**src/cptb_pkg.sv**
```systemverilog
// Shared types and constants for the call path trace buffer.
// No dependencies; every other file of the block refers to this package.
package cptb_pkg;

  localparam int CYCLE_W         = 64;
  localparam int ADDR_W          = 32;
  localparam int LIMIT_W         = 6;
  localparam int HISTORY_DEPTH_D = 32;
  localparam int MAX_RESULTS     = 32;
  localparam logic [LIMIT_W-1:0] LIMIT_RESET = 6'd32;

  typedef enum logic [0:0] {
    FUNC_RECORD    = 1'b0,
    FUNC_BACKTRACE = 1'b1
  } func_t;

  typedef enum logic [1:0] {
    WALK_IDLE,
    WALK_DATA,
    WALK_FINISH
  } walk_state_t;

  // One stored transfer.
  typedef struct packed {
    logic               is_entry;
    logic [CYCLE_W-1:0] cycle;
    logic [ADDR_W-1:0]  target;
    logic [ADDR_W-1:0]  source;
  } entry_t;

endpackage

```
**src/cptb_mem.sv**
```systemverilog
// History ring storage: one write port, one read port, registered read data.
// Depends on cptb_pkg for the entry type.
module cptb_mem #(
  parameter int DEPTH = cptb_pkg::HISTORY_DEPTH_D
) (
  input  logic                     clk,
  input  logic                     we,
  input  logic [$clog2(DEPTH)-1:0] waddr,
  input  cptb_pkg::entry_t         wdata,
  input  logic                     re,
  input  logic [$clog2(DEPTH)-1:0] raddr,
  output cptb_pkg::entry_t         rdata
);

  cptb_pkg::entry_t mem [DEPTH];

  always_ff @(posedge clk) begin
    if (we) begin
      mem[waddr] <= wdata;
    end
  end

  // Read data only moves on a read, so a stalled walk keeps its entry.
  always_ff @(posedge clk) begin
    if (re) begin
      rdata <= mem[raddr];
    end
  end

endmodule

```
**config.mk**
```make
export PLATFORM = sky130hd
export DESIGN_NAME = cptb_mem
export DESIGN_NICKNAME = d
export VERILOG_FILES = /design/src/cptb_pkg.sv /design/src/cptb_mem.sv
export SDC_FILE = /design/constraint.sdc
export NUM_CORES = 2
export LEC_CHECK = 0
export ABC_AREA = 0
export BUFFER_PORTS_ARGS = -buffer_cell sky130_fd_sc_hd__buf_2
export CAP_MARGIN = 20
export CORE_UTILIZATION = 40
export DETAILED_ROUTE_END_ITERATION = 7
export MAX_ROUTING_LAYER = met4
export PLACE_DENSITY = 0.54
export SLEW_MARGIN = 5
export SYNTH_ARGS = -nofsm -noshare
export SYNTH_HDL_FRONTEND = slang
export SYNTH_MEMORY_MAX_BITS = 65536
export SYNTH_SLANG_ARGS = --single-unit
export TNS_END_PERCENT = 50
```
**constraint.sdc**
```tcl
create_clock -name clk -period 12 [get_ports clk]
set_input_delay 1.8 -clock clk [delete_from_list [all_inputs] [get_ports clk]]
set_output_delay 1.8 -clock clk [all_outputs]
set_load 0.02 [all_outputs]
```
Yosys cells after proc, flatten, opt, wreduce, memory -nomap -nowiden
Memories as Yosys holds them, arrays and structs flattened. A register that Yosys moved wholly into a read port is not among the register bits.
Cells that the tools add are included.
{"block": "op_classes", "n_mux": 2}
{"op": "two-way mux 1 bit", "n": 2}
{"block": "totals", "out_inout_bits": 129, "regBits": 0, "mem_bits_rw": 4128, "word_cells": 3, "inputBits": 142, "n_memories": 1}
{"name": "mem", "words": 32, "width": 129, "read_ports": 1, "rd_ports_with_merged_regs": 1, "wr": 1, "line": "cptb_mem.sv:15", "source": "cptb_pkg::entry_t mem [DEPTH];"}

Depth between registers and ports, before layout
{"block": "logic_depth", "ltp_word": 2, "mapped_depth": 8, "depth_no_buf": 4}

Worst setup path after synthesis
OpenSTA, ideal clock, no wires.
{"block": "synth_timing", "kind": "input to register", "startpoint": "input port waddr[1]", "endpoint": "memory mem[12][0] in the netlist's numbering, enable pin", "path_slack_ps": 3558, "n_path_buf": 1, "t_arrival_ps": 7823, "setup_time_ps": 619, "path_stages": 3, "required_time_ps": 11381, "cell_sequence": "or3b_2 > clkbuf_1 > nor2_1"}
{"element": "start, declared", "line": "cptb_mem.sv:8", "source": "input logic [$clog2(DEPTH)-1:0] waddr,"}
{"element": "end, declared", "line": "cptb_mem.sv:15"}
Straight into the memory's write port.

Final worst setup path
{"block": "layout_timing", "startpoint": "input port waddr[0]", "endpoint": "memory mem[14][126] in the netlist's numbering, enable pin"}
Straight into the memory's write port.

==> metrics.txt <==
Buf+Inv Stages, Crit Path 3; Fmax 201 MHz; final max-slew violation count 0; die height around 630 µm; total track usage 0.218; CP max stage delay 1000 ps; Synth Instances 6594; Synth area leader edfxtp_1; Num CTS Buffers roughly 440; Final Util 0.458; die width 632 µm; largest net degree at the start of global routing 133; layout cell share with drive strength beyond 1 0.280; Rel. slew slack 0.223; Netlist cell types 27; CTS resizes 0; Fill cells 32550; MaxCap Viol Count 0; DR vias between 70000 and 80000; worst reg2reg startpoint mem[29][58]; synthesis-stage register bit count roughly 4300; minimum clock period 4980 ps; Req. time, crit path around 13000 ps; worst-path fanout max 39; Hold Crit Start mem[30][59]; global route overflow 0; worst vdd rail ir drop ~0.13 mV; Root Buffer clkbuf_16; leakage power approximately 56 nW; HPWL after DPL between 200000 and 250000 µm; first-pass GRT wire length between 500000 and 600000 µm; R2R cell count 3; clk buf depth 4; final wirelength 427000 µm; synthesized cell area around 160000 µm²; Layout Nets 7241; PD cells ~170 nW/µm²; critical path class in -> reg; Post-Synthesis Net Count about 6700; Worst Tran Pin Value around 1200 ps; top post-synthesis cells by area edfxtp_1, mux4_2, o22ai_1; critical path launch point type primary input; I/O pins between 200 and 300; Post-CTS Setup Bufs 0; vias in the first global route 75804; Avg Cell Area, Syn 24.1 µm²; first-pass detailed-route iteration total 5; DIE AREA ~400000 µm²; Sink Count between 4000 and 5000; design area 180000 µm²; Worst Skew 47.6 ps; WL per Instance between 30 and 40 µm; RSZ-0062 raised after global routing no; Port Buffers 270; Residual DRC 0; antenna-violating nets left 0; Setup violations, final 0; H-tree lvl count 5; GPL Wtd Cong between 0.7 and 0.8; Cell Rows 230; reg2reg end rdata[58]; crit-path cells buf_2, nand3b_1, nor2_4, buf_4, buf_4; Top delay family on crit path buffers and inverters; area post-placement ~170000 µm²; Worst-Skew Late Latency around 960 ps; Reg clk slew, reported paths 60 ps; Initial Utilization 0.403; CP endpoint kind register; WHS Endpoint rdata[59]; period utilization 0.415; status finished clean; part of the Yosys area used for sequential elements 0.805; Hold Vio Cnt, Final 0; initial antenna violation count 63; CP most frequent cell buf_4; Hold Path Stages 3; Initial DRC Count between 7000 and 8000; Post-CTS Hold Fix Bufs 0; Synth Warn # 0; area of the core 394000 µm²; synthesis-to-layout area growth 13.6%; TNS Setup 0 ps; vias per cell about 5.9; Hold/Removal Path Class reg -> reg; Synth top area share 0.805; critical path's slowest cell nor2_4; Worst R2R Setup Slack just over 10000 ps; CTS tree built; Critical Path AT ~5600 ps
[flip-flops by register name, summed over array words and instances (netlist names)]
name	count
rdata	129
mem	4128
[synthesized netlist by cell type]
master and number:
a22oi_1 174, and2_1 1, and3_1 1, and3b_1 1, buf_1 12, buf_2 143
buf_4 35, buf_6 58, clkbuf_1 116, edfxtp_1 4257, mux2i_1 232, mux4_2 916
nand2_1 4, nand2b_1 1, nand3_1 61, nand3b_1 6, nand4_1 29, nor2_1 36
nor2b_1 3, nor3b_1 1, nor4_1 4, nor4_2 96, o22ai_1 400, or2_2 1
or3_1 2, or3b_1 1, or3b_2 3
[kinds of logic after synthesis]
family	after synthesis	synth area share
multiplexers	1148	0.145
buffers and inverters	364	0.0133
AND/OR/NAND/NOR	251	0.0127
flip-flops	4257	0.805
AO/OA/AOI/OAI	574	0.0240
[tightest hold or removal path, cell delays in order (launching register included)]
cell      delay (ps)
edfxtp_1         310
mux4_2           220
a22oi_1           60
nand4_1           70
[final cells by class]
| cell class | count | area [µm²] | share of cell area |
|---|---|---|---|
| antenna | 37 | 92.6 | 0.000514 |
| clock buffer | 526 | 11300 | 0.0627 |
| clock inverter | 278 | 2430 | 0.0135 |
| multi-input combinational | 1973 | 29100 | 0.161 |
| sequential | 4257 | 128000 | 0.709 |
| tap | 5220 | 6530 | 0.0362 |
| timing repair buffer | 431 | 2980 | 0.0165 |
[where the power goes]
| part | switching [W] | total (W) | internal (W) |
|---|---|---|---|
| clock | 0.00563 | 0.0131 | 0.00751 |
| sequential | 0.0000885 | 0.0167 | 0.0166 |
| combinational | 0.000897 | 0.00139 | 0.000494 |
| total | 0.00662 | 0.0312 | 0.0246 |
[worst max-delay path by stage]
stage	startpoint	end	slack [ps]	cells past startpoint
6_report	waddr[0]	mem[14][126]	7020	5
3_3_place_gp	waddr[0]	mem[14][123]	6060	5
5_1_grt	waddr[0]	mem[14][126]	6980	5
2_1_floorplan	waddr[1]	mem[12][0]	3560	3
4_1_cts	waddr[0]	mem[14][126]	7100	5
3_5_place_dp	waddr[0]	mem[14][119]	6070	5
[layer usage]
layer	global-route usage	up-vias	share of wire
li1	-	29814	-
met1	0.298	41595	0.42
met2	0.352	2708	0.50
met3	0.0341	517	0.068
met4	0.0397	0	0.016
met5	-	-	0
[cells in the final DEF (no fill, tap or decap), drive strengths merged, types with 37 or more instances in the layout]
cell type,netlist,layout
edfxtp,4257,4257
mux4,916,916
clkbuf,116,526
buf,248,431
o22ai,400,400
mux2i,232,232
clkinv,0,219
a22oi,174,174
nor4,100,100
nand3,61,61
bufinv,0,38
diode,0,37
[per-stage QoR]
stage,setup WS [ps],power (W),hold WS (ps),cells
2_1_floorplan,3560,0.0178,724,6594
3_3_place_gp,6060,0.0184,746,11879
3_5_place_dp,6070,0.0184,750,11881
4_1_cts,7100,0.0315,762,12685
5_1_grt,6980,0.0321,798,12708
6_report,7020,0.0312,756,12722
No activity file was read; power rests on OpenSTA's default activity.
