==> src/cptb_pkg.sv <==
// Shared types and constants for the call path trace buffer.
// No dependencies; every other file of the block refers to this package.
package cptb_pkg;

  localparam int CYCLE_W         = 64;
  localparam int ADDR_W          = 32;
  localparam int LIMIT_W         = 6;
  localparam int HISTORY_DEPTH_D = 32;
  localparam int MAX_RESULTS     = 32;
  localparam logic [LIMIT_W-1:0] LIMIT_RESET = 6'd32;

  typedef enum logic [0:0] {
    FUNC_RECORD    = 1'b0,
    FUNC_BACKTRACE = 1'b1
  } func_t;

  typedef enum logic [1:0] {
    WALK_IDLE,
    WALK_DATA,
    WALK_FINISH
  } walk_state_t;

  // One stored transfer.
  typedef struct packed {
    logic               is_entry;
    logic [CYCLE_W-1:0] cycle;
    logic [ADDR_W-1:0]  target;
    logic [ADDR_W-1:0]  source;
  } entry_t;

endpackage

==> src/cptb_if.sv <==


interface cptb_rsp_if;
  logic                          valid;
  logic                          ready;
  logic                          found;
  logic [cptb_pkg::CYCLE_W-1:0]  out_cycle;
  logic [cptb_pkg::ADDR_W-1:0]   out_target;
  logic [cptb_pkg::ADDR_W-1:0]   out_source;
  logic                          last;

  modport source(output valid, found, out_cycle, out_target, out_source, last,
                 input ready);
  modport sink(input valid, found, out_cycle, out_target, out_source, last,
               output ready);
endinterface

==> src/cptb_walk.sv <==
// Backtrace sequencer: reads the history newest first, applies the skip
// count and drives the response register. Depends on cptb_pkg, cptb_if.
module cptb_walk #(
  parameter int DEPTH = cptb_pkg::HISTORY_DEPTH_D
) (
  input  logic                       clk,
  input  logic                       rst,
  input  logic                       start,
  input  logic [$clog2(DEPTH)-1:0]   start_ptr,
  input  logic [$clog2(DEPTH+1)-1:0] start_count,
  output logic                       busy,
  output logic                       re,
  output logic [$clog2(DEPTH)-1:0]   raddr,
  input  cptb_pkg::entry_t           rdata,
  cptb_rsp_if.source                 rsp
);

  localparam int AW = $clog2(DEPTH);
  localparam int CW = $clog2(DEPTH + 1);
  localparam int EW = $clog2(cptb_pkg::MAX_RESULTS + 1);

  cptb_pkg::walk_state_t state, state_next;
  logic [AW-1:0]         ptr, ptr_next;
  logic [CW-1:0]         remaining, remaining_next;
  logic [CW-1:0]         skips, skips_next;
  logic [EW-1:0]         emitted, emitted_next;
  logic                  pend_valid, pend_valid_next;
  cptb_pkg::entry_t      pend, pend_next;

  logic                         out_valid, out_valid_next;
  logic                         out_found, out_found_next;
  logic                         out_last, out_last_next;
  logic [cptb_pkg::CYCLE_W-1:0] out_cycle, out_cycle_next;
  logic [cptb_pkg::ADDR_W-1:0]  out_target, out_target_next;
  logic [cptb_pkg::ADDR_W-1:0]  out_source, out_source_next;

  logic out_free;
  logic qual;
  logic done;

  function automatic logic [AW-1:0] ptr_dec(input logic [AW-1:0] p);
    ptr_dec = (p == '0) ? AW'(DEPTH - 1) : p - AW'(1);
  endfunction

  assign out_free = !out_valid || rsp.ready;
  assign qual     = rdata.is_entry && (skips == '0);
  assign done     = (remaining == '0) ||
                    (qual && (emitted == EW'(cptb_pkg::MAX_RESULTS - 1)));

  always_comb begin
    state_next      = state;
    ptr_next        = ptr;
    remaining_next  = remaining;
    skips_next      = skips;
    emitted_next    = emitted;
    pend_valid_next = pend_valid;
    pend_next       = pend;
    out_valid_next  = out_valid && !rsp.ready;
    out_found_next  = out_found;
    out_last_next   = out_last;
    out_cycle_next  = out_cycle;
    out_target_next = out_target;
    out_source_next = out_source;
    re              = 1'b0;
    raddr           = ptr;

    unique case (state)
      cptb_pkg::WALK_IDLE: begin
        if (start) begin
          skips_next      = '0;
          emitted_next    = '0;
          pend_valid_next = 1'b0;
          if (start_count == '0) begin
            state_next = cptb_pkg::WALK_FINISH;
          end else begin
            re             = 1'b1;
            raddr          = start_ptr;
            ptr_next       = ptr_dec(start_ptr);
            remaining_next = start_count - CW'(1);
            state_next     = cptb_pkg::WALK_DATA;
          end
        end
      end

      cptb_pkg::WALK_DATA: begin
        // A new hit must first push the held one out; wait for a free slot.
        if (!(qual && pend_valid && !out_free)) begin
          if (!rdata.is_entry) begin
            skips_next = skips + CW'(1);
          end else if (skips != '0) begin
            skips_next = skips - CW'(1);
          end else begin
            if (pend_valid) begin
              out_valid_next  = 1'b1;
              out_found_next  = 1'b1;
              out_last_next   = 1'b0;
              out_cycle_next  = pend.cycle;
              out_target_next = pend.target;
              out_source_next = pend.source;
            end
            pend_next       = rdata;
            pend_valid_next = 1'b1;
            emitted_next    = emitted + EW'(1);
          end
          if (done) begin
            state_next = cptb_pkg::WALK_FINISH;
          end else begin
            re             = 1'b1;
            raddr          = ptr;
            ptr_next       = ptr_dec(ptr);
            remaining_next = remaining - CW'(1);
          end
        end
      end

      cptb_pkg::WALK_FINISH: begin
        if (out_free) begin
          out_valid_next  = 1'b1;
          out_found_next  = pend_valid;
          out_last_next   = 1'b1;
          out_cycle_next  = pend_valid ? pend.cycle  : '0;
          out_target_next = pend_valid ? pend.target : '0;
          out_source_next = pend_valid ? pend.source : '0;
          state_next      = cptb_pkg::WALK_IDLE;
        end
      end

      default: state_next = cptb_pkg::WALK_IDLE;
    endcase
  end

  always_ff @(posedge clk) begin
    if (rst) begin
      state      <= cptb_pkg::WALK_IDLE;
      out_valid  <= 1'b0;
      pend_valid <= 1'b0;
    end else begin
      state      <= state_next;
      out_valid  <= out_valid_next;
      pend_valid <= pend_valid_next;
    end
  end

  always_ff @(posedge clk) begin
    ptr        <= ptr_next;
    remaining  <= remaining_next;
    skips      <= skips_next;
    emitted    <= emitted_next;
    pend       <= pend_next;
    out_found  <= out_found_next;
    out_last   <= out_last_next;
    out_cycle  <= out_cycle_next;
    out_target <= out_target_next;
    out_source <= out_source_next;
  end

  assign busy           = (state != cptb_pkg::WALK_IDLE);
  assign rsp.valid      = out_valid;
  assign rsp.found      = out_found;
  assign rsp.last       = out_last;
  assign rsp.out_cycle  = out_cycle;
  assign rsp.out_target = out_target;
  assign rsp.out_source = out_source;

endmodule

==> src/flat_wrapper.sv <==
// flat-port wrapper written by rule: the top's interface ports become plain ports
module cptb_walk_flat 
#(
  parameter int DEPTH = cptb_pkg::HISTORY_DEPTH_D
)
  (clk, rst, start, start_ptr, start_count, busy, re, raddr, rdata, rsp_valid, rsp_found, rsp_out_cycle, rsp_out_target, rsp_out_source, rsp_last, rsp_ready);
  cptb_rsp_if rsp_i ();
  input  logic clk;
  input  logic rst;
  input  logic start;
  input  logic [$clog2(DEPTH)-1:0] start_ptr;
  input  logic [$clog2(DEPTH+1)-1:0] start_count;
  output logic busy;
  output logic re;
  output logic [$clog2(DEPTH)-1:0] raddr;
  input  cptb_pkg::entry_t rdata;
  output wire logic [$bits(rsp_i.valid)-1:0] rsp_valid;
  output wire logic [$bits(rsp_i.found)-1:0] rsp_found;
  output wire logic [$bits(rsp_i.out_cycle)-1:0] rsp_out_cycle;
  output wire logic [$bits(rsp_i.out_target)-1:0] rsp_out_target;
  output wire logic [$bits(rsp_i.out_source)-1:0] rsp_out_source;
  output wire logic [$bits(rsp_i.last)-1:0] rsp_last;
  input wire logic [$bits(rsp_i.ready)-1:0] rsp_ready;
  assign rsp_valid = rsp_i.valid;
  assign rsp_found = rsp_i.found;
  assign rsp_out_cycle = rsp_i.out_cycle;
  assign rsp_out_target = rsp_i.out_target;
  assign rsp_out_source = rsp_i.out_source;
  assign rsp_last = rsp_i.last;
  assign rsp_i.ready = rsp_ready;
  cptb_walk #(.DEPTH(DEPTH)) u_core (.clk(clk), .rst(rst), .start(start), .start_ptr(start_ptr), .start_count(start_count), .busy(busy), .re(re), .raddr(raddr), .rdata(rdata), .rsp(rsp_i));
endmodule
==> config.mk <==
export PLATFORM = sky130hd
export DESIGN_NAME = cptb_walk_flat
export DESIGN_NICKNAME = d
export VERILOG_FILES = /design/src/cptb_pkg.sv /design/src/cptb_if.sv /design/src/cptb_walk.sv /design/src/flat_wrapper.sv
export SDC_FILE = /design/constraint.sdc
export NUM_CORES = 1
export LEC_CHECK = 0
export BUFFER_PORTS_ARGS = -buffer_cell sky130_fd_sc_hd__buf_2
export CAP_MARGIN = 20
export CORE_UTILIZATION = 40
export CTS_CLUSTER_DIAMETER = 30
export DETAILED_ROUTE_END_ITERATION = 6
export HOLD_SLACK_MARGIN = 0.05
export PLACE_DENSITY = 0.71
export RECOVER_POWER = 50
export SYNTH_ARGS = -nofsm -noshare
export SYNTH_HDL_FRONTEND = slang
export SYNTH_SLANG_ARGS = --single-unit
==> constraint.sdc <==
create_clock -name clk -period 10.6 [get_ports clk]
set_input_delay 1.06 -clock clk [delete_from_list [all_inputs] [get_ports clk]]
set_output_delay 1.06 -clock clk [all_outputs]
set_load 0.005 [all_outputs]
Word level (Yosys, flattened, before mapping)
Index checks and enable logic that the tools add are counted.
Widths: inputs -> output; s select.
{ "word_totals": {"mem_bits_rw": 0, "out_inout_bits": 138, "n_memories": 0, "mem_bits_ro": 0, "latchBits": 0, "elab_cells": 142, "in_bits": 144, "regBits": 285} }
{ "op_classes": {"n_lt_le_gt_ge": 0, "mux": 79, "n_bitwise": 2, "n_eq_ne": 13, "shift": 0, "n_div": 0, "n_reduce_logical": 26, "n_mul": 0, "add_sub_neg": 7} }
{ "op_table": {"columns": ["operator", "n"], "rows": [
  ["$mux 32", 12],
  ["$mux 64", 6],
  ["$pmux 32 s2", 2],
  ["$pmux 64 s2", 1],
  ["$mux 6", 11],
  ["$mux 5", 9],
  ["$pmux 6 s2", 3],
  ["$mux 1", 23],
  ["$logic_not 6->1", 3],
  ["$sub 6x1->6 const B", 3],
  ["$add 6x1->6 const B", 2],
  ["$ne 2x2->1 const B", 6],
  ["$reduce_and 4->1", 3],
  ["$logic_not 5->1", 2],
  ["$mux 2", 5],
  ["$pmux 1 s2", 5],
  ["$pmux 5 s2", 1],
  ["$reduce_and 5->1", 2],
  ["$sub 5x1->5 const B", 2],
  ["$eq 6x5->1 const B", 1],
  ["$ne 2x1->1 const B", 3],
  ["$pmux 2 s3", 1],
  ["$reduce_and 6->1", 1],
  ["$reduce_bool 2->1", 3],
  ["9 further kinds", 17]
]} }

Longest topological paths before layout
Gate-level depths: netlist of run 1.
{ "depth": {"depth_word": 7, "ltp_mapped": 8, "ltp_nobuf": 7} }

Worst setup path before layout of run 1
No wires, ideal clock.
{ "synth_timing": {"path_kind": "input port to flip-flop", "from": "input port rdata[128] in the netlist's numbering", "to": "register u_core.out_found, in the netlist u_core.rsp.found (enable)", "t_arrival_ns": 7.974, "setup_time_ns": 0.663, "required_ns": 9.937, "n_path_buf": 0, "cell_stages": 4, "setup_slack_ns": 1.963, "cell_sequence": "nor3b_1 > and2_0 > nand3_1 > a21oi_1"} }
{ "synth_via": {"elab_chain_cells": 5, "elab_cells_between_ends": 6, "cone_classes": "eq/ne: 2; reduce/logical: 4"} }
{ "synth_rtl": {"columns": ["item", "line", "rtl"], "rows": [
  ["start: declaration", "flat_wrapper.sv:16", "input cptb_pkg::entry_t rdata;"],
  ["$logic_and 1x1->1", "cptb_walk.sv:46", "assign qual = rdata.is_entry && (skips == '0);"],
  ["$logic_and 1x1->1 (2 in a row)", "cptb_walk.sv:87", "if (!(qual && pend_valid && !out_free)) begin"],
  ["$ne 2x2->1 (no source line)", null, null],
  ["$reduce_and 6->1 (no source line) *", null, null],
  ["end signal: assignment", "cptb_walk.sv:150", "out_found <= out_found_next;"],
  ["end: declaration", "cptb_walk.sv:31", "logic out_found, out_found_next;"]
]} }
Every way passes the cells marked *; elsewhere a longest branch is shown, timed or not.
A chain may end at the register's enable or synchronous reset.

Final worst setup path of run 1
{ "layout_timing": {"from": "register u_core.state[0]", "to": "register u_core.out_found, in the netlist u_core.rsp.found (data pin)"} }
{ "layout_via": {"elab_chain_cells": 2, "elab_cells_between_ends": 3, "cone_classes": "eq/ne: 2; mux: 1"} }
{ "layout_rtl": {"columns": ["item", "line", "rtl"], "rows": [
  ["start: declaration", "cptb_walk.sv:22", "cptb_pkg::walk_state_t state, state_next;"],
  ["start signal: assignment", "cptb_walk.sv:134", "state <= cptb_pkg::WALK_IDLE;"],
  ["start signal: assignment", "cptb_walk.sv:138", "state <= state_next;"],
  ["$eq 2x2->1 or $eq 2x1->1 (tied branches)", "cptb_walk.sv:67", "unique case (state)"],
  ["$pmux 1 s2 *", "cptb_walk.sv:67", null]
]} }
Marks and branches as above.

==> results of run 1 <==
[registers in the layout, summed over array words and instances (netlist names)]
signal	cells
u_core.rsp.out_source	32
u_core.remaining	6
u_core.rsp.out_target	32
u_core.ptr	5
u_core.skips	6
u_core.rsp.last	1
u_core.emitted	6
u_core.state	2
u_core.rsp.found	1
u_core.rsp.out_cycle	64
u_core.pend_valid	1
u_core.pend	128
u_core.rsp.valid	1
[power groups by stage]
stage          Combinational, uW  Sequential [uW]  Clock (uW)
2_1_floorplan                329             1600           0
3_3_place_gp                 558             1560           0
3_5_place_dp                 569             1560           0
4_1_cts                      576             1540        1740
5_1_grt                      630             1560        1800
6_report                     562             1540        1710
[metal layers]
| layer | vias up | part of all wire, % | GRT usage [%] |
|---|---|---|---|
| met5 | - | 0.31 | 0 |
| met4 | 10 | 2.3 | 6.19 |
| met3 | 56 | 10 | 5.91 |
| met2 | 263 | 47 | 24.1 |
| met1 | 2705 | 41 | 18.4 |
| li1 | 2819 | - | - |
[critical path: stages (launching register included)]
cell and delay (ps):
dfxtp_1 350, inv_1 70, ha_1 280, nand2b_1 520, clkbuf_1 2630
[final cells by class]
type	count	share of cell area, %
repair buffers	287	9.85
clock buffers	59	10.0
multi-input cells	266	13.3
inverters	9	0.239
clock inverters	44	3.35
flip-flops and latches	285	60.3
well taps	330	2.92
diodes	1	0.0177
[worst max-delay path by stage]
stage	from	to	slack (ps)
CTS	start_count[3]	raddr[4]	7000
detailed placement	rdata[128]	u_core.pend[34]	6510
global placement	rdata[128]	u_core.pend[80]	6620
finish	u_core.state[0]	u_core.rsp.found	5970
global route	u_core.state[0]	u_core.rsp.found	5190
floorplan	rdata[128]	u_core.rsp.found	1960
[cells in the final DEF (no fill, tap or decap), drive strengths merged, types with 3 or more instances in the layout]
master and n:
a21oi 9, and2 137, buf 228, bufinv 6, clkbuf 118, clkinv 24
clkinvlp 5, dfxtp 4, edfxtp 281, ha 11, inv 18, mux2 3
mux2i 11, nand2 5, nand2b 7, nand3 6, nand3b 3, nor2 9
nor2b 5, nor3 6, o21ai 5, xnor2 10, xor2 6
[stage by stage]
stage	hold slack [ps]	setup WS [ps]	total power, uW	std cells
2_1_floorplan	469	1960	1930	579
6_report	497	5970	3810	1281
3_3_place_gp	488	6620	2120	1175
5_1_grt	505	5190	3990	1281
4_1_cts	493	7000	3860	1278
3_5_place_dp	498	6510	2130	1175
[cells by family (layout without fill, tap and decap cells)]
group                    count (synthesis)  in the layout  share of synthesized area [%]
buffers and inverters                   28            399                           1.01
XOR/XNOR                                16             16                           1.33
AND/OR/NAND/NOR                        192            192                           11.4
flip-flops                             285            285                           81.1
multiplexers                            14             14                           1.48
adder cells (fa/ha/maj)                 12             12                           1.50
AO/OA/AOI/OAI                           32             32                           2.17
other                                    0              1                              0
==> results.py, run 1 <==
metrics = {
    "placement": {
        "numPortBuffers": 281,
        "post-dp-hpwl_mm": 13.8,
        "routabilityCongestion": 0.825,
        "placed_area_um2": 12300,
    },
    "detailed_routing": {
        "drt_iter0_markers": 505,
        "drt-total-wl_mm": 21.1,
        "antenna_left": 0,
        "vias": 5853,
        "wl_per_cell_um": 16.4,
        "viasPerCell": 4.57,
        "dr.pass1.iters": 4,
        "drc": 0,
    },
    "power_and_ir_drop": {
        "p_seq_share_pct": 40.5,
        "p_int_uw": 2830,
        "combPwrFrac_pct": 14.7,
        "p_sw_uw": 978,
        "p_sw_share_pct": 25.7,
        "power_frac_clock_pct": 44.8,
        "p_leak_uw": 0.00518,
        "max-vdd-ir-drop_mv": 0.207,
        "power_density_nw_per_um2": 270,
    },
    "die": {
        "ioPinCount": 282,
        "die_w_um": 164,
        "die_area_um2": 26900,
        "design.core.area_um2": 25500,
        "start_util_pct": 41.2,
        "fp.dieH_um": 164,
        "rows": 58,
    },
    "global_routing": {
        "grt_overflow": 0,
        "grt_pass1_vias": 5708,
        "antenna_found_initial": 6,
        "gr-usage-all-layers_pct": 15.2,
        "grt_first_pass_wirelength_mm": 30.8,
        "grt_max_degree": 130,
    },
    "setup_path": {
        "r2r_end": "u_core.rsp.found",
        "r2r-start": "u_core.state[0]",
        "end_kind": "flop",
        "reg2regPathDepth": 4,
        "critPathRequiredTime_ps": 10410,
        "r2r_setup_slack_ps": 5970,
        "cp.arrival_ps": 4450,
        "critPathKind": "reg -> reg",
        "startpoint_type": "flop",
        "cp_max_fo": 110,
    },
    "clock_tree": {
        "cts_tree": "yes",
        "cts_sinks": 285,
        "clkLatencyLatePin_ps": 550,
        "cts_buffer_depth": 3,
        "cts_hold_buffers": 0,
        "cts_max_level": 2,
        "cts_root_buffer": "clkbuf_16",
        "cts_resized": 0,
        "cts_setup_buffers": 0,
        "clk_pin_slew_ps": 50,
        "cts_buffers": 56,
    },
    "cells_and_area": {
        "register_area_um2": 8520,
        "area_delta_synth_final_pct": 34.6,
        "multi_input_area_um2": 1880,
        "drive_gt1_share_pct": 35.2,
        "final_nets": 1061,
        "fin_area_um2": 14100,
        "fin_util_pct": 55.5,
        "fillers": 2036,
    },
    "logic_synthesis": {
        "yosysMostFrequentCell": "edfxtp_1",
        "yosysTopAreaCell": "edfxtp_1",
        "synth_ff_type": "edfxtp_1",
        "ys_types": 51,
        "yosysSeqAreaShare_pct": 81.1,
        "synth_commonest_cells": "edfxtp_1, and2_1, clkbuf_1",
        "synth_seq_cells": 285,
        "synth-edff-count": 281,
        "synth.avg_cell_area_um2": 18.1,
        "synth_top_area_share_pct": 80.4,
        "synth_fp_nets": 735,
        "syn_area_um2": 10500,
        "yosysWarnings": 0,
        "synthTopCellsByArea": "edfxtp_1, and2_1, ha_1, mux2i_1, xnor2_1",
        "syn_inst": 579,
        "async_flop_share_pct": 0,
    },
    "timing": {
        "hold_violations": 0,
        "skew_ps": 20.9,
        "fmax_ghz": 0.216,
        "period_share_pct": 43.7,
        "maxSlewViolCount": 154,
        "post-route-min-period_ps": 4630,
        "setup_violations": 0,
        "max-slew-margin-rel_pct": -145,
        "worst_pin_slew_ps": 3680,
        "fin_tns_setup_ps": 0,
        "rsz0062_at_grt": "no",
    },
    "status": {
        "outcome": "finished with violations",
        "violations": "max-capacitance violations, max-slew violations",
    },
    "min_path": {
        "min-delay-start": "u_core.pend[60]",
        "hp-class": "reg -> reg",
        "hold_end": "u_core.rsp.out_target[28]",
        "min_path_cells": 1,
    },
    "run": {
        "maxCapViolations": 2,
    },
}
Power figures use the tool's default switching activity.
==> run 2, diff against run 1 <==
- PLACE_DENSITY: 0.71 -> 0.74
- clock period: 10.6 -> 3.83 ns (I/O delays scaled with it)
==> run 2 against run 1 <==
Compared with the run above:
- the flow still finishes with violations (max-capacitance violations, max-slew violations)
- maximum frequency rose by 48%
- sequential power grew to 2.8 times the previous value
- sequential share of layout area shrank 5.6 points
- critical endpoint is now u_core.remaining[4]
- largest cell class unchanged
- largest power group unchanged
==> results.py, run 2 (synthesis results as in run 1) <==
metrics = {
    "status": {
        "outcome": "finished with violations",
        "violations": "max-capacitance violations, max-slew violations",
    },
    "clock_tree": {
        "clk_pin_slew_ps": 40,
        "cts_hold_buffers": 128,
        "cts_resized": 0,
        "cts_max_level": 2,
        "cts_buffer_depth": 3,
        "clkLatencyLatePin_ps": 540,
        "cts_tree": "yes",
        "cts_buffers": 61,
        "cts_sinks": 285,
        "cts_root_buffer": "clkbuf_16",
        "cts_setup_buffers": 0,
    },
    "setup_path": {
        "r2r-start": "u_core.state[1]",
        "end_kind": "flop",
        "critPathRequiredTime_ps": 4080,
        "r2r_end": "u_core.remaining[4]",
        "crit_family": "adder cells",
        "crit_buf_inv": 2,
        "cp.arrival_ps": 3380,
        "reg2regPathDepth": 8,
        "crit_path_cell_trace": "inv_1 -> ha_1 -> clkbuf_1 -> mux2i_1 -> ha_1 -> nand3b_1 -> xor2_1 -> mux2i_1",
        "cp_max_fo": 27,
        "startpoint_type": "flop",
        "slowest_delay_ps": 770,
        "r2r_setup_slack_ps": 700,
        "slowest_stage": "clkbuf_1",
        "critPathKind": "reg -> reg",
    },
    "detailed_routing": {
        "dr.pass1.iters": 5,
        "drt-total-wl_mm": 23.6,
        "drc": 0,
        "antenna_left": 0,
        "viasPerCell": 4.57,
        "drt_iter0_markers": 418,
        "wl_per_cell_um": 16.6,
        "vias": 6483,
    },
    "cells_and_area": {
        "antenna_cells": 0,
        "reg_top3": "u_core.pend: 128 flops, u_core.rsp.out_cycle: 64 flops",
        "final_common_cell": "edfxtp_1",
        "fin_area_um2": 15600,
        "fin_util_pct": 61.2,
        "layout_common_cells": "edfxtp_1, buf_2, clkbuf_1, dlygate4sd3_1, and2_1",
        "largest_register_ff_count": 128,
        "drive_gt1_share_pct": 25.2,
        "area_delta_synth_final_pct": 48.4,
        "final_nets": 1194,
        "fillers": 1915,
        "regMostFlops": "u_core.pend",
    },
    "timing": {
        "fin_tns_setup_ps": 0,
        "setup_violations": 0,
        "hold_violations": 0,
        "skew_ps": 13.1,
        "post-route-min-period_ps": 3130,
        "maxSlewViolCount": 56,
        "rsz0062_at_grt": "no",
        "period_share_pct": 81.7,
        "worst_pin_slew_ps": 1820,
        "max-slew-margin-rel_pct": -21.3,
        "fmax_ghz": 0.320,
        "hold-worst-slack_ps": 91.8,
        "timing.final.ws_setup_ps": 701,
    },
    "placement": {
        "dp_slack_ps": 1200,
        "numPortBuffers": 281,
        "post-dp-hpwl_mm": 13.6,
        "routabilityCongestion": 0.785,
        "placed_area_um2": 12300,
    },
    "die": {
        "start_util_pct": 41.2,
        "fp.dieH_um": 164,
        "die_w_um": 164,
        "rows": 58,
        "ioPinCount": 282,
        "die_area_um2": 26900,
        "design.core.area_um2": 25500,
    },
    "global_routing": {
        "grt_pass1_vias": 6759,
        "grt_max_degree": 130,
        "gr-usage-all-layers_pct": 17.3,
        "antenna_found_initial": 0,
        "grt_first_pass_wirelength_mm": 35.1,
        "grt_overflow": 0,
    },
    "min_path": {
        "hold_end": "u_core.state[1]",
        "hp-class": "in -> reg",
        "min-delay-start": "rst",
        "min_path_cells": 2,
    },
    "power_and_ir_drop": {
        "p_leak_uw": 0.00565,
        "power_density_nw_per_um2": 716,
        "max-vdd-ir-drop_mv": 0.410,
    },
    "run": {
        "maxCapViolations": 1,
    },
}
## run 2: changes by cell type in the layout (fill, tap and decap cells not counted), moves of 3 or more
cell / previous run / this run
and2_0: 79 / 41
and2_1: 58 / 96
buf_12: 0 / 3
buf_2: 223 / 158
bufinv_16: 6 / 9
clkbuf_1: 62 / 128
clkbuf_16: 56 / 62
clkbuf_8: 0 / 4
clkinv_1: 5 / 12
clkinv_4: 8 / 2
clkinvlp_4: 5 / 10
dlygate4sd3_1: 0 / 128
inv_6: 6 / 1
inv_8: 3 / 0
## run 2: worst max path at each step
stage,from,slack [ps],cells past startpoint,end
finish,u_core.state[1],700,8,u_core.remaining[4]
global route,u_core.state[1],500,8,u_core.remaining[4]
CTS,u_core.state[1],1040,5,re
detailed placement,rdata[128],1200,6,u_core.rsp.out_target[18]
global placement,rdata[128],1260,6,u_core.rsp.out_target[20]
floorplan,u_core.skips[0],30,4,u_core.rsp.found
## run 2: area by class of cell
class | instances | area (um^2) | share of cell area, %
multi-input cells | 266 | 1900 | 12.2
repair buffers | 415 | 2610 | 16.8
well taps | 330 | 413 | 2.65
clock inverters | 44 | 478 | 3.07
flip-flops and latches | 285 | 8520 | 54.7
inverters | 9 | 33.8 | 0.217
clock buffers | 71 | 1630 | 10.4
## run 2: where the power goes
part	total (uW)	switching (uW)	leakage, uW	internal, uW
clock network	5190	1590	0.00100	3610
logic	1670	963	0.00205	709
registers	4290	193	0.00260	4100
total	11200	2740	0.00565	8420
## run 2: layer usage
metal	track usage, %	wire, um	vias up
li1	-	-	3091
met2	30.0	12000	262
met1	19.8	9170	3067
met5	0	0	-
met4	8.75	920	0
met3	4.32	1510	63
## run 2: metrics by stage
step           total power (uW)  cells
2_1_floorplan              5270    579
3_3_place_gp               5880   1176
3_5_place_dp               5940   1176
4_1_cts                   11300   1419
5_1_grt                   11600   1420
6_report                  11200   1420
